==> src/sv/eesc_pkg.sv <==
// shared types and constants for the earliest expiry stock consumer
package eesc_pkg;

    localparam int CNT_W  = 16;
    localparam int LIFE_W = 10;
    localparam int BKT_W  = 24;
    localparam int SUM_W  = 32;

    localparam logic [BKT_W-1:0] BKT_MAX = {BKT_W{1'b1}};
    localparam logic [SUM_W-1:0] SUM_MAX = {SUM_W{1'b1}};

    // commands from controller to datapath
    typedef enum logic [2:0] {
        CMD_IDLE,
        CMD_CLEAR,
        CMD_LOAD,
        CMD_ADD,
        CMD_EXPIRE,
        CMD_SCAN
    } t_cmd;

    // controller states
    typedef enum logic [2:0] {
        ST_CLEAR,
        ST_IDLE,
        ST_ADD,
        ST_EXPIRE,
        ST_SCAN
    } t_state;

    // status from datapath to controller
    typedef struct packed {
        logic clr_last;
        logic scan_done;
    } t_stat;

endpackage

==> src/sv/eesc_ctrl.sv <==
// controller state machine for the earliest expiry stock consumer
module eesc_ctrl
    import eesc_pkg::*;
(
    input  logic  i_clk,
    input  logic  i_rst_n,
    input  logic  start,
    input  t_stat i_stat,
    output t_cmd  o_cmd,
    output logic  busy
);

    t_state r_state;
    t_state n_state;

    always_ff @(posedge i_clk) begin
        if (!i_rst_n) begin
            r_state <= ST_CLEAR;
        end else begin
            r_state <= n_state;
        end
    end

    always_comb begin
        n_state = r_state;
        o_cmd   = CMD_IDLE;
        busy    = 1'b1;
        case (r_state)
            ST_CLEAR: begin
                o_cmd = CMD_CLEAR;
                if (i_stat.clr_last) begin
                    n_state = ST_IDLE;
                end
            end
            ST_IDLE: begin
                busy = 1'b0;
                if (start) begin
                    o_cmd   = CMD_LOAD;
                    n_state = ST_ADD;
                end
            end
            ST_ADD: begin
                o_cmd   = CMD_ADD;
                n_state = ST_EXPIRE;
            end
            ST_EXPIRE: begin
                o_cmd   = CMD_EXPIRE;
                n_state = ST_SCAN;
            end
            ST_SCAN: begin
                o_cmd = CMD_SCAN;
                if (i_stat.scan_done) begin
                    n_state = ST_IDLE;
                end
            end
            default: begin
                n_state = ST_CLEAR;
            end
        endcase
    end

endmodule

==> config.mk <==
export PLATFORM = sky130hd
export DESIGN_NAME = eesc_ctrl
export DESIGN_NICKNAME = d
export VERILOG_FILES = /design/src/sv/eesc_pkg.sv /design/src/sv/eesc_ctrl.sv
export SDC_FILE = /design/constraint.sdc
export NUM_CORES = 1
export LEC_CHECK = 0
export ABC_AREA = 1
export BUFFER_PORTS_ARGS = -buffer_cell sky130_fd_sc_hd__buf_2
export CORE_AREA = 2 2 39 41
export DETAILED_ROUTE_END_ITERATION = 7
export DIE_AREA = 0 0 41 43
export SYNTH_ARGS = -nofsm -noshare
export SYNTH_HDL_FRONTEND = slang
export SYNTH_SLANG_ARGS = --single-unit
==> constraint.sdc <==
create_clock -name i_clk -period 1.1 [get_ports i_clk]
set_input_delay 0.33 -clock i_clk [delete_from_list [all_inputs] [get_ports i_clk]]
set_output_delay 0.33 -clock i_clk [all_outputs]
set_load 0.03 [all_outputs]
==> metrics, run 1 <==
status=finished with violations; failing checks=negative setup slack; Initial Util=12.8%; chip height=43 microns; clk_lat worst skew=0.23 ns; worst relative slew slack=91.0%; IO Port Bufs=8; via count=245; drt drc=0; Clock Tree Buf Depth=2; RSZ-0062 raised after global routing=yes; Regs by FF count=r_state: 3 flops; Slew Limit Fails=0; flop2flop setup slack=-0.07 ns; final setup TNS=-1.09 ns; Clk network pwr share=34.1%; syn avg cell area=5.92 sq um; r2r worst-path depth=10; first-pass GRT wire length=800 microns; initial antenna violation count=0; Leak=0.000209 uW; Worst Setup SP=r_state[2]$_SDFFE_PN0P_; P_int=373 uW; grt total ovfl=0; Critical Path Slowest Stage Cell=dfxtp_4; number of clock sinks=3; drt wl/cell=8.24 microns; filler cell count=150; Routed Antenna Nets=0; n_diodes=0; switching share of power=34.6%; pre-CTS setup slack=-0.122 ns; CP Capture Type=primary output; Tcrit/Tclk final=125%; number of flip-flops in the largest register=3; Metal-1 WL=205 microns; H-tree levels=1; final setup fails=5; die outline area=0.00176 sq mm; arrival time worst endpoint=1.05 ns; CP top delay family=flip-flops; clock root buffer=clkbuf_4; worst flop-to-flop path endpoint=r_state[0]$_SDFFE_PN0P_; mapped cell area=178 sq um; highest metal used=met3; Seq pwr share=22.7%; worst setup path end=o_cmd[1]; fin worst setup slack=-0.275 ns; Syn Nets=35; Pwr Density=1350 mW/mm^2; nets=58; die width=41 microns; Gate power share=43.2%; CP peak stage delay=0.36 ns; CTS clk-pin slew, worst paths=0.04 ns; vias in the first global route=220; DR pass1 iterations=1; TritonCTS clock tree=yes; io pins=9; fmax=727 MHz; synthesis-to-finish area growth=138%; Slew @ Worst Pin=0.135 ns; skew final=0.00257 ns; DR WL met3=24 microns; met2 routed WL=331 microns; Core ar.=0.00138 sq mm; Final Hold Fails=0; Initial DRC Count=0; cell count after synthesis=30; worst r2r src=r_state[2]$_SDFFE_PN0P_; largest net degree at the start of global routing=5; share of cells above drive strength 1=75.0%; CP startpoint kind=flop; Worst EP required=0.77 ns; Syn. warnings=0; Rows=14; CTS buffer count=3; Switch Pwr=197 uW; gp weighted congestion=0.629; hold crit path type=in -> reg; crit-path max FO=3; max cap viols=0; register name with the most flops=r_state; crit path cell chain=nor2_4 > nand3_2 > nand2_2 > buf_6; DP Wirelength=365 microns; Routed WL=560 microns; total track usage=7.44%; total power=570 uW; Vias per Instance=3.60; Tmin final=1.38 ns; critical path type=reg -> out; Yosys reg bits=3; Max VDD drop=0.307 mV; Worst Path Buf+Inv=1; Levels on crit path=4; sequential share of the synthesized area=33.8%; Distinct cells, synth=10
worst register-to-register path, delay by kind of cell (launching register included):
kind,cells,cell delay [ns]
flip-flops,1,0.37
buffers and inverters,6,0.47
AND/OR/NAND/NOR,4,0.22
metal layers:
layer,vias to the layer above,global-route usage [%]
met5,-,0
met4,0,6.00
met3,0,4.71
met2,5,10.0
met1,104,7.74
li1,136,-
metrics by stage:
stage               instance area [sq um]  std cells  hold WS [ns]  util (%)
global route                          423         68         0.381      30.6
floorplan                             191         30         0.462         -
finish                                423         68         0.348      30.6
detailed placement                    304         61         0.602      22.0
CTS                                   389         67         0.344      28.1
global placement                      304         61         0.596      22.0
synthesized netlist by cell type:
cell | count | area, sq um
inv_2 | 3 | 11.3
nor2_1 | 1 | 3.75
a21oi_1 | 2 | 10.0
dfxtp_1 | 3 | 60.1
o21ai_1 | 1 | 5.00
nand3_1 | 5 | 25.0
nand3b_1 | 1 | 7.51
inv_1 | 5 | 18.8
nor2_2 | 1 | 6.26
nand2_1 | 8 | 30.0
cell type report:
| cell class | count | area [sq um] | area share [%] |
|---|---|---|---|
| flip-flops and latches | 3 | 66.3 | 15.7 |
| multi-input cells | 19 | 134 | 31.7 |
| repair buffers | 18 | 144 | 34.0 |
| clock buffers | 4 | 26.3 | 6.21 |
| well taps | 16 | 20.0 | 4.73 |
| inverters | 8 | 32.5 | 7.69 |
power groups by stage:
stage	Combinational, uW	Clock [uW]	Sequential, uW
after global placement	175	0	128
after detailed placement	177	0	128
after global routing	267	216	130
after CTS	228	204	131
final	246	194	129
after floorplan	110	0	127
kinds of logic after synthesis:
logic type / count (synthesis) / synth area share, %
simple gates: 16 / 40.8
buf+inv: 8 / 16.9
flops: 3 / 33.8
compound gates: 3 / 8.45
timing repair:
item,in CTS,in global routing
gates resized for setup,16,8
setup buffers,2,1
gates cloned,0,0
hold buffers,0,0
endpoints found under the setup margin,4,5
pin swaps,1,2
layout by cell type, fill, tap and decap left out, drive strengths merged:
cell / n
a21oi: 2
nand3b: 1
nand2: 8
o21ai: 1
inv: 8
nor2: 2
buf: 18
nand3: 5
dfxtp: 3
clkbuf: 4
how the worst min path moves through the flow:
stage            start                      end  slack, ns  depth (start not counted)
6_report       i_rst_n  r_state[1]$_SDFFE_PN0P_       0.35                          3
5_1_grt        i_rst_n  r_state[1]$_SDFFE_PN0P_       0.38                          3
4_1_cts        i_rst_n  r_state[1]$_SDFFE_PN0P_       0.34                          3
3_5_place_dp   i_rst_n  r_state[2]$_SDFFE_PN0P_       0.60                          3
3_3_place_gp   i_rst_n  r_state[1]$_SDFFE_PN0P_       0.60                          3
2_1_floorplan  i_rst_n  r_state[1]$_SDFFE_PN0P_       0.46                          2
(Power assumes the default switching activity.)
==> run 2: changes to the inputs <==
--- a/config.mk
+++ b/config.mk
@@ -5,7 +5,7 @@
 export SDC_FILE = /design/constraint.sdc
 export NUM_CORES = 1
 export LEC_CHECK = 0
-export ABC_AREA = 1
+export ABC_AREA = 0
 export BUFFER_PORTS_ARGS = -buffer_cell sky130_fd_sc_hd__buf_2
 export CORE_AREA = 2 2 39 41
 export DETAILED_ROUTE_END_ITERATION = 7
==> metrics, run 2 <==
Yosys reg bits=3 (unchanged); drt wl/cell=8.58 microns (+4.2%); hold crit path type=in -> reg; worst setup path end=o_cmd[2]; total power=442 uW (-22%); Regs by FF count=r_state: 3 flops; grt total ovfl=0 (unchanged); Slew Limit Fails=0 (unchanged); fin worst setup slack=-0.404 ns (-0.129 ns); final setup TNS=-1.32 ns (-0.233 ns); status=finished with violations; DR pass1 iterations=2 (+1); share of cells above drive strength 1=66.7% (-8.3 points); register name with the most flops=r_state; synthesis-to-finish area growth=116%; first-pass GRT wire length=834 microns (+4.3%); Routed WL=472 microns (-16%); mapped cell area=170 sq um (-4.2%); Slew @ Worst Pin=0.252 ns (+0.118 ns); clk_lat worst skew=0.23 ns (about the same); Syn Nets=26 (-26%); Clock Tree Buf Depth=2 (unchanged); die outline area=0.00176 sq mm (unchanged); Critical Path Slowest Stage Cell=or3b_4; count leader, synth=dfxtp_1; Worst EP required=0.77 ns (about the same); vias in the first global route=232 (+5.5%); crit-path max FO=6 (+3); post-placement cell count=50 (-18%); area leader, netlist=dfxtp_1; Pwr Density=1200 mW/mm^2 (-11%); drt drc=0 (unchanged); flop2flop setup slack=0.02 ns (+0.09 ns); critical path type=reg -> out; number of clock sinks=3 (unchanged); die width=41 microns (unchanged); total track usage=7.93% (+0.49 points); Tcrit/Tclk final=137% (+12 points); hold depth=2 (-1); CP startpoint kind=flop; CTS clk-pin slew, worst paths=0.04 ns (about the same); busiest grt layer=met2; Final Hold Fails=0 (unchanged); gp weighted congestion=0.664 (+5.5%); Worst Setup SP=r_state[1]$_SDFFE_PN0P_; Core ar.=0.00138 sq mm (unchanged); clock root buffer=clkbuf_4; largest net degree at the start of global routing=9 (+4); max cap viols=0 (unchanged); main flop type after synthesis=dfxtp_1; DP Wirelength=381 microns (+4.3%); Placed Area=295 sq um (-2.9%); Levels on crit path=3 (-1); n_diodes=0 (unchanged); r2r worst-path depth=3 (-7); M3 GR Usage=4.71% (unchanged); CP Capture Type=primary output; CP peak stage delay=0.41 ns (+0.05 ns); Initial DRC Count=1 (+1); Async S/R FF share, synth=0% (unchanged); skew final=0.00145 ns (-0.00111 ns); crit path cell chain=or3b_4 > nand2_4 > buf_6; arrival time worst endpoint=1.17 ns (+0.12 ns); Syn. warnings=0 (unchanged); number of flip-flops in the largest register=3 (unchanged); io pins=9 (unchanged); H-tree levels=1 (unchanged); syn avg cell area=8.10 sq um (+37%); IO Port Bufs=8 (unchanged); Final Util=26.6% (-4.0 points); chip height=43 microns (unchanged); Distinct cells, synth=14 (+4); Leak=0.000162 uW (-23%); Routed Antenna Nets=0 (unchanged); cell count after synthesis=21 (-30%); Rows=14 (unchanged); final setup fails=4 (-1); largest cells by area after synthesis=dfxtp_1 35%, nand3b_1 8.8%, and2_1 7.4%, a21oi_1 5.9%, nor3_1 5.9%; Non-Filler Cell Area, Final=368 sq um (-13%); nets=45 (-22%); via count=210 (-14%); worst r2r src=r_state[1]$_SDFFE_PN0P_; Max VDD drop=0.336 mV (+9.6%); CTS buffer count=3 (unchanged); Post-synth EDFFs=0 (unchanged); RSZ-0062 raised after global routing=yes; sequential share of the synthesized area=35.3% (+1.5 points); Cell Count, Final, Fillers Out=55 (-19%); post-synth top area share=35.3% (+1.5 points); Tmin final=1.50 ns (+0.129 ns); failing checks=negative setup slack; CP top delay family=simple AND/OR/NAND/NOR gates; initial antenna violation count=0 (unchanged); fmax=665 MHz (-8.6%); Vias per Instance=3.82 (+6.0%); commonest non-fill, non-tap cell in the layout=buf_4; worst flop-to-flop path endpoint=r_state[2]$_SDFFE_PN0P_; Worst Path Buf+Inv=1 (unchanged); worst relative slew slack=82.9% (-8.1 points); GR Layer Usage met2=10.0% (unchanged); commonest non-fill, non-tap cells in the layout=8 x buf_4, 4 x buf_2, 3 x clkbuf_4, 3 x buf_6, 3 x dfxtp_4; Initial Util=12.3% (-0.54 points); met1 usage=7.40% (-0.35 points); TritonCTS clock tree=yes
## run 2: worst min path at each step
stage	slack (ns)	endpoint	start
after global placement	0.57	r_state[2]$_SDFFE_PN0P_	i_rst_n
after floorplan	0.45	r_state[2]$_SDFFE_PN0P_	i_rst_n
after global routing	0.34	r_state[0]$_SDFFE_PN0P_	i_rst_n
after CTS	0.33	r_state[1]$_SDFFE_PN0P_	i_rst_n
after detailed placement	0.58	r_state[1]$_SDFFE_PN0P_	i_rst_n
final	0.34	r_state[1]$_SDFFE_PN0P_	i_rst_n
## run 2: logic make-up after synthesis
logic type | after synthesis | synth area share (%)
flops | 3 | 35.3
compound gates | 4 | 14.0
simple gates | 13 | 47.8
buf+inv | 1 | 2.94
## run 2: where the power goes
| group | switching (uW) | internal [uW] | total [uW] |
|---|---|---|---|
| clock | 56.1 | 136 | 192 |
| combinational | 56.9 | 69.3 | 126 |
| sequential | 10.0 | 114 | 124 |
| total | 123 | 319 | 442 |
## run 2: worst reg2reg max path: cells and delay by family (launching register included)
family | cells | cell delay (ns)
compound gates | 1 | 0.13
flops | 1 | 0.35
simple gates | 2 | 0.54
## run 2: per-stage QoR
stage,worst slack (ns),hold slack [ns]
5_1_grt,-0.441,0.337
2_1_floorplan,-0.143,0.452
3_5_place_dp,-0.238,0.576
6_report,-0.404,0.336
3_3_place_gp,-0.231,0.568
4_1_cts,-0.419,0.331
## run 2: cell type report
type                    count  area, sq um
repair buffers             15          114
fillers                   148         1020
well taps                  16         20.0
multi-input cells          17          136
flip-flops and latches      3         71.3
clock buffers               4         26.3
## run 2: what timing repair did
item / in CTS / in global routing
gates cloned: 0 / 0
endpoints found under the hold margin: 0 / 0
gates resized for setup: 12 / 1
hold buffers: 0 / 0
buffers inserted: 1 / 0
pin swaps: 1 / 1
endpoints found under the setup margin: 4 / 5
## run 2: layer usage
| metal | part of all wire [%] | routed length, microns |
|---|---|---|
| met4 | 0 | 0 |
| met3 | 9.1 | 43 |
| met1 | 39 | 182 |
| met2 | 52 | 247 |
| met5 | 0 | 0 |
==> run 3: changes to the inputs <==
--- a/config.mk
+++ b/config.mk
@@ -10,6 +10,7 @@
 export CORE_AREA = 2 2 39 41
 export DETAILED_ROUTE_END_ITERATION = 7
 export DIE_AREA = 0 0 41 43
+export REMOVE_ABC_BUFFERS = 1
 export SYNTH_ARGS = -nofsm -noshare
 export SYNTH_HDL_FRONTEND = slang
 export SYNTH_SLANG_ARGS = --single-unit
==> metrics, run 3 (synthesis gave the netlist of run 2 again) <==
status=finished with violations; failing checks=negative setup slack; die outline area=0.00176 sq mm (unchanged); total track usage=5.12% (-2.8 points); max cap viols=0 (unchanged); Worst Path Buf+Inv=1 (unchanged); worst relative slew slack=79.1% (-3.9 points); crit-path max FO=6 (unchanged); Routed WL=427 microns (-9.5%); first-pass GRT wire length=572 microns (-31%); hold crit path type=in -> reg; Max VDD drop=0.220 mV (-35%); Worst EP required=0.77 ns (about the same); Reg area=66.3 sq um (-7.0%); Non-Filler Cell Area, Final=335 sq um (-8.8%); IO Port Bufs=8 (unchanged); crit path cell chain=or3b_4 > nand2_2 > buf_6; drt wl/cell=7.91 microns (-7.9%); DR pass1 iterations=2 (unchanged); r2r worst-path depth=3 (unchanged); initial antenna violation count=0 (unchanged); Critical Path Slowest Stage Cell=or3b_4; synthesis-to-finish area growth=97.1%; Slew @ Worst Pin=0.310 ns (+0.0572 ns); Tcrit/Tclk final=136% (-1.1 points); Vias per Instance=3.81 (about the same); Tmin final=1.49 ns (-0.0123 ns); final setup fails=4 (unchanged); CTS clk-pin slew, worst paths=0.04 ns (about the same); fmax=670 MHz (+0.83%); commonest non-fill, non-tap cell in the layout=buf_4; area of the multi-input gates=116 sq um (-15%); Leak=0.000150 uW (-7.0%); Final Hold Fails=0 (unchanged); Placed Area=263 sq um (-11%); Initial DRC Count=2 (+1); Levels on crit path=3 (unchanged); arrival time worst endpoint=1.16 ns (about the same); io pins=9 (unchanged); critical path type=reg -> out; clock root buffer=clkbuf_4; RSZ-0062 raised after global routing=yes; largest net degree at the start of global routing=7 (-2); Clock Tree Buf Depth=2 (unchanged); Slew Limit Fails=0 (unchanged); number of clock sinks=3 (unchanged); drt drc=0 (unchanged); commonest non-fill, non-tap cells in the layout=7 x buf_4, 4 x buf_2, 3 x clkbuf_4, 3 x buf_6; gp weighted congestion=0.608 (-8.4%); Routed Antenna Nets=0 (unchanged); vias in the first global route=193 (-17%); register name with the most flops=r_state; Initial Util=12.3% (unchanged); CTS buffer count=3 (unchanged); Core ar.=0.00138 sq mm (unchanged); filler cell count=152 (+2.7%); fin worst setup slack=-0.392 ns (+0.0123 ns); CP top delay family=simple AND/OR/NAND/NOR gates; TritonCTS clock tree=yes; Pwr Density=1290 mW/mm^2 (+7.5%); DP Wirelength=327 microns (-14%); CP peak stage delay=0.40 ns (about the same); CP startpoint kind=flop; die width=41 microns (unchanged); via count=206 (-1.9%); chip height=43 microns (unchanged); Worst Hold Slack=0.340 ns (+0.00347 ns); share of cells above drive strength 1=63.2% (-3.5 points); Rows=14 (unchanged); number of flip-flops in the largest register=3 (unchanged); Final Util=24.2% (-2.4 points); clk_lat worst skew=0.23 ns (about the same); skew final=0.00275 ns (+0.00130 ns); Regs by FF count=r_state: 3 flops; H-tree levels=1 (unchanged); nets=44 (-2.2%); CP Capture Type=primary output; n_diodes=0 (unchanged); hold depth=2 (unchanged); grt total ovfl=0 (unchanged)
[run 3: cell types whose count changed in the layout (fill, tap and decap cells not counted), sizes merged]
cell / previous run / this run
buf: 15 / 14
[run 3: worst register-to-register path, delay by kind of cell (launching register included)]
family	cells	cell delay (ns)
flip-flops	1	0.35
AND/OR/NAND/NOR	2	0.53
AO/OA/AOI/OAI	1	0.14
[run 3: path summary, 6_finish.rpt]
path	start	endpoint	slack, ns
worst min register to register	r_state[1]$_SDFFE_PN0P_	r_state[1]$_SDFFE_PN0P_	0.67
worst min-delay path	i_rst_n	r_state[1]$_SDFFE_PN0P_	0.34
worst max-delay path	r_state[0]$_SDFFE_PN0P_	o_cmd[2]	-0.39
worst max register to register	r_state[0]$_SDFFE_PN0P_	r_state[2]$_SDFFE_PN0P_	0.03
[run 3: routing by layer]
layer,routed length [microns],part of all wire (%),GRT usage [%]
met2,249,58,10.0
met3,10,2.3,1.57
met1,168,39,2.24
met5,0,0,0
met4,0,0,6.00
[run 3: what timing repair did]
item / in CTS / in global routing
hold endpoints to repair: 0 / 0
endpoints found under the setup margin: 4 / 4
hold buffers: 0 / 0
resized for setup: 15 / 0
pin swaps: 2 / 0
buffers inserted: 1 / 0
[run 3: final cells by class]
| cell class | count | share of cell area (%) |
|---|---|---|
| sequential | 3 | 19.8 |
| timing repair buffer | 14 | 31.7 |
| multi-input combinational | 17 | 34.7 |
| tap | 16 | 5.97 |
| clock buffer | 4 | 7.84 |
[run 3: power by group]
| part | switching, uW | internal, uW | leakage (uW) |
|---|---|---|---|
| sequential | 8.70 | 117 | 0.0000261 |
| combinational | 54.7 | 62.2 | 0.000109 |
| clock | 54.7 | 136 | 0.0000150 |
[run 3: through the flow]
stage               total power [uW]  setup slack, ns  setup TNS (ns)  instances
floorplan                        179           -0.251          -0.940         20
global placement                 216           -0.247          -0.587         49
detailed placement               217           -0.263          -0.615         49
CTS                              446           -0.405           -1.27         54
global route                     469           -0.427           -1.41         54
finish                           433           -0.392           -1.22         54
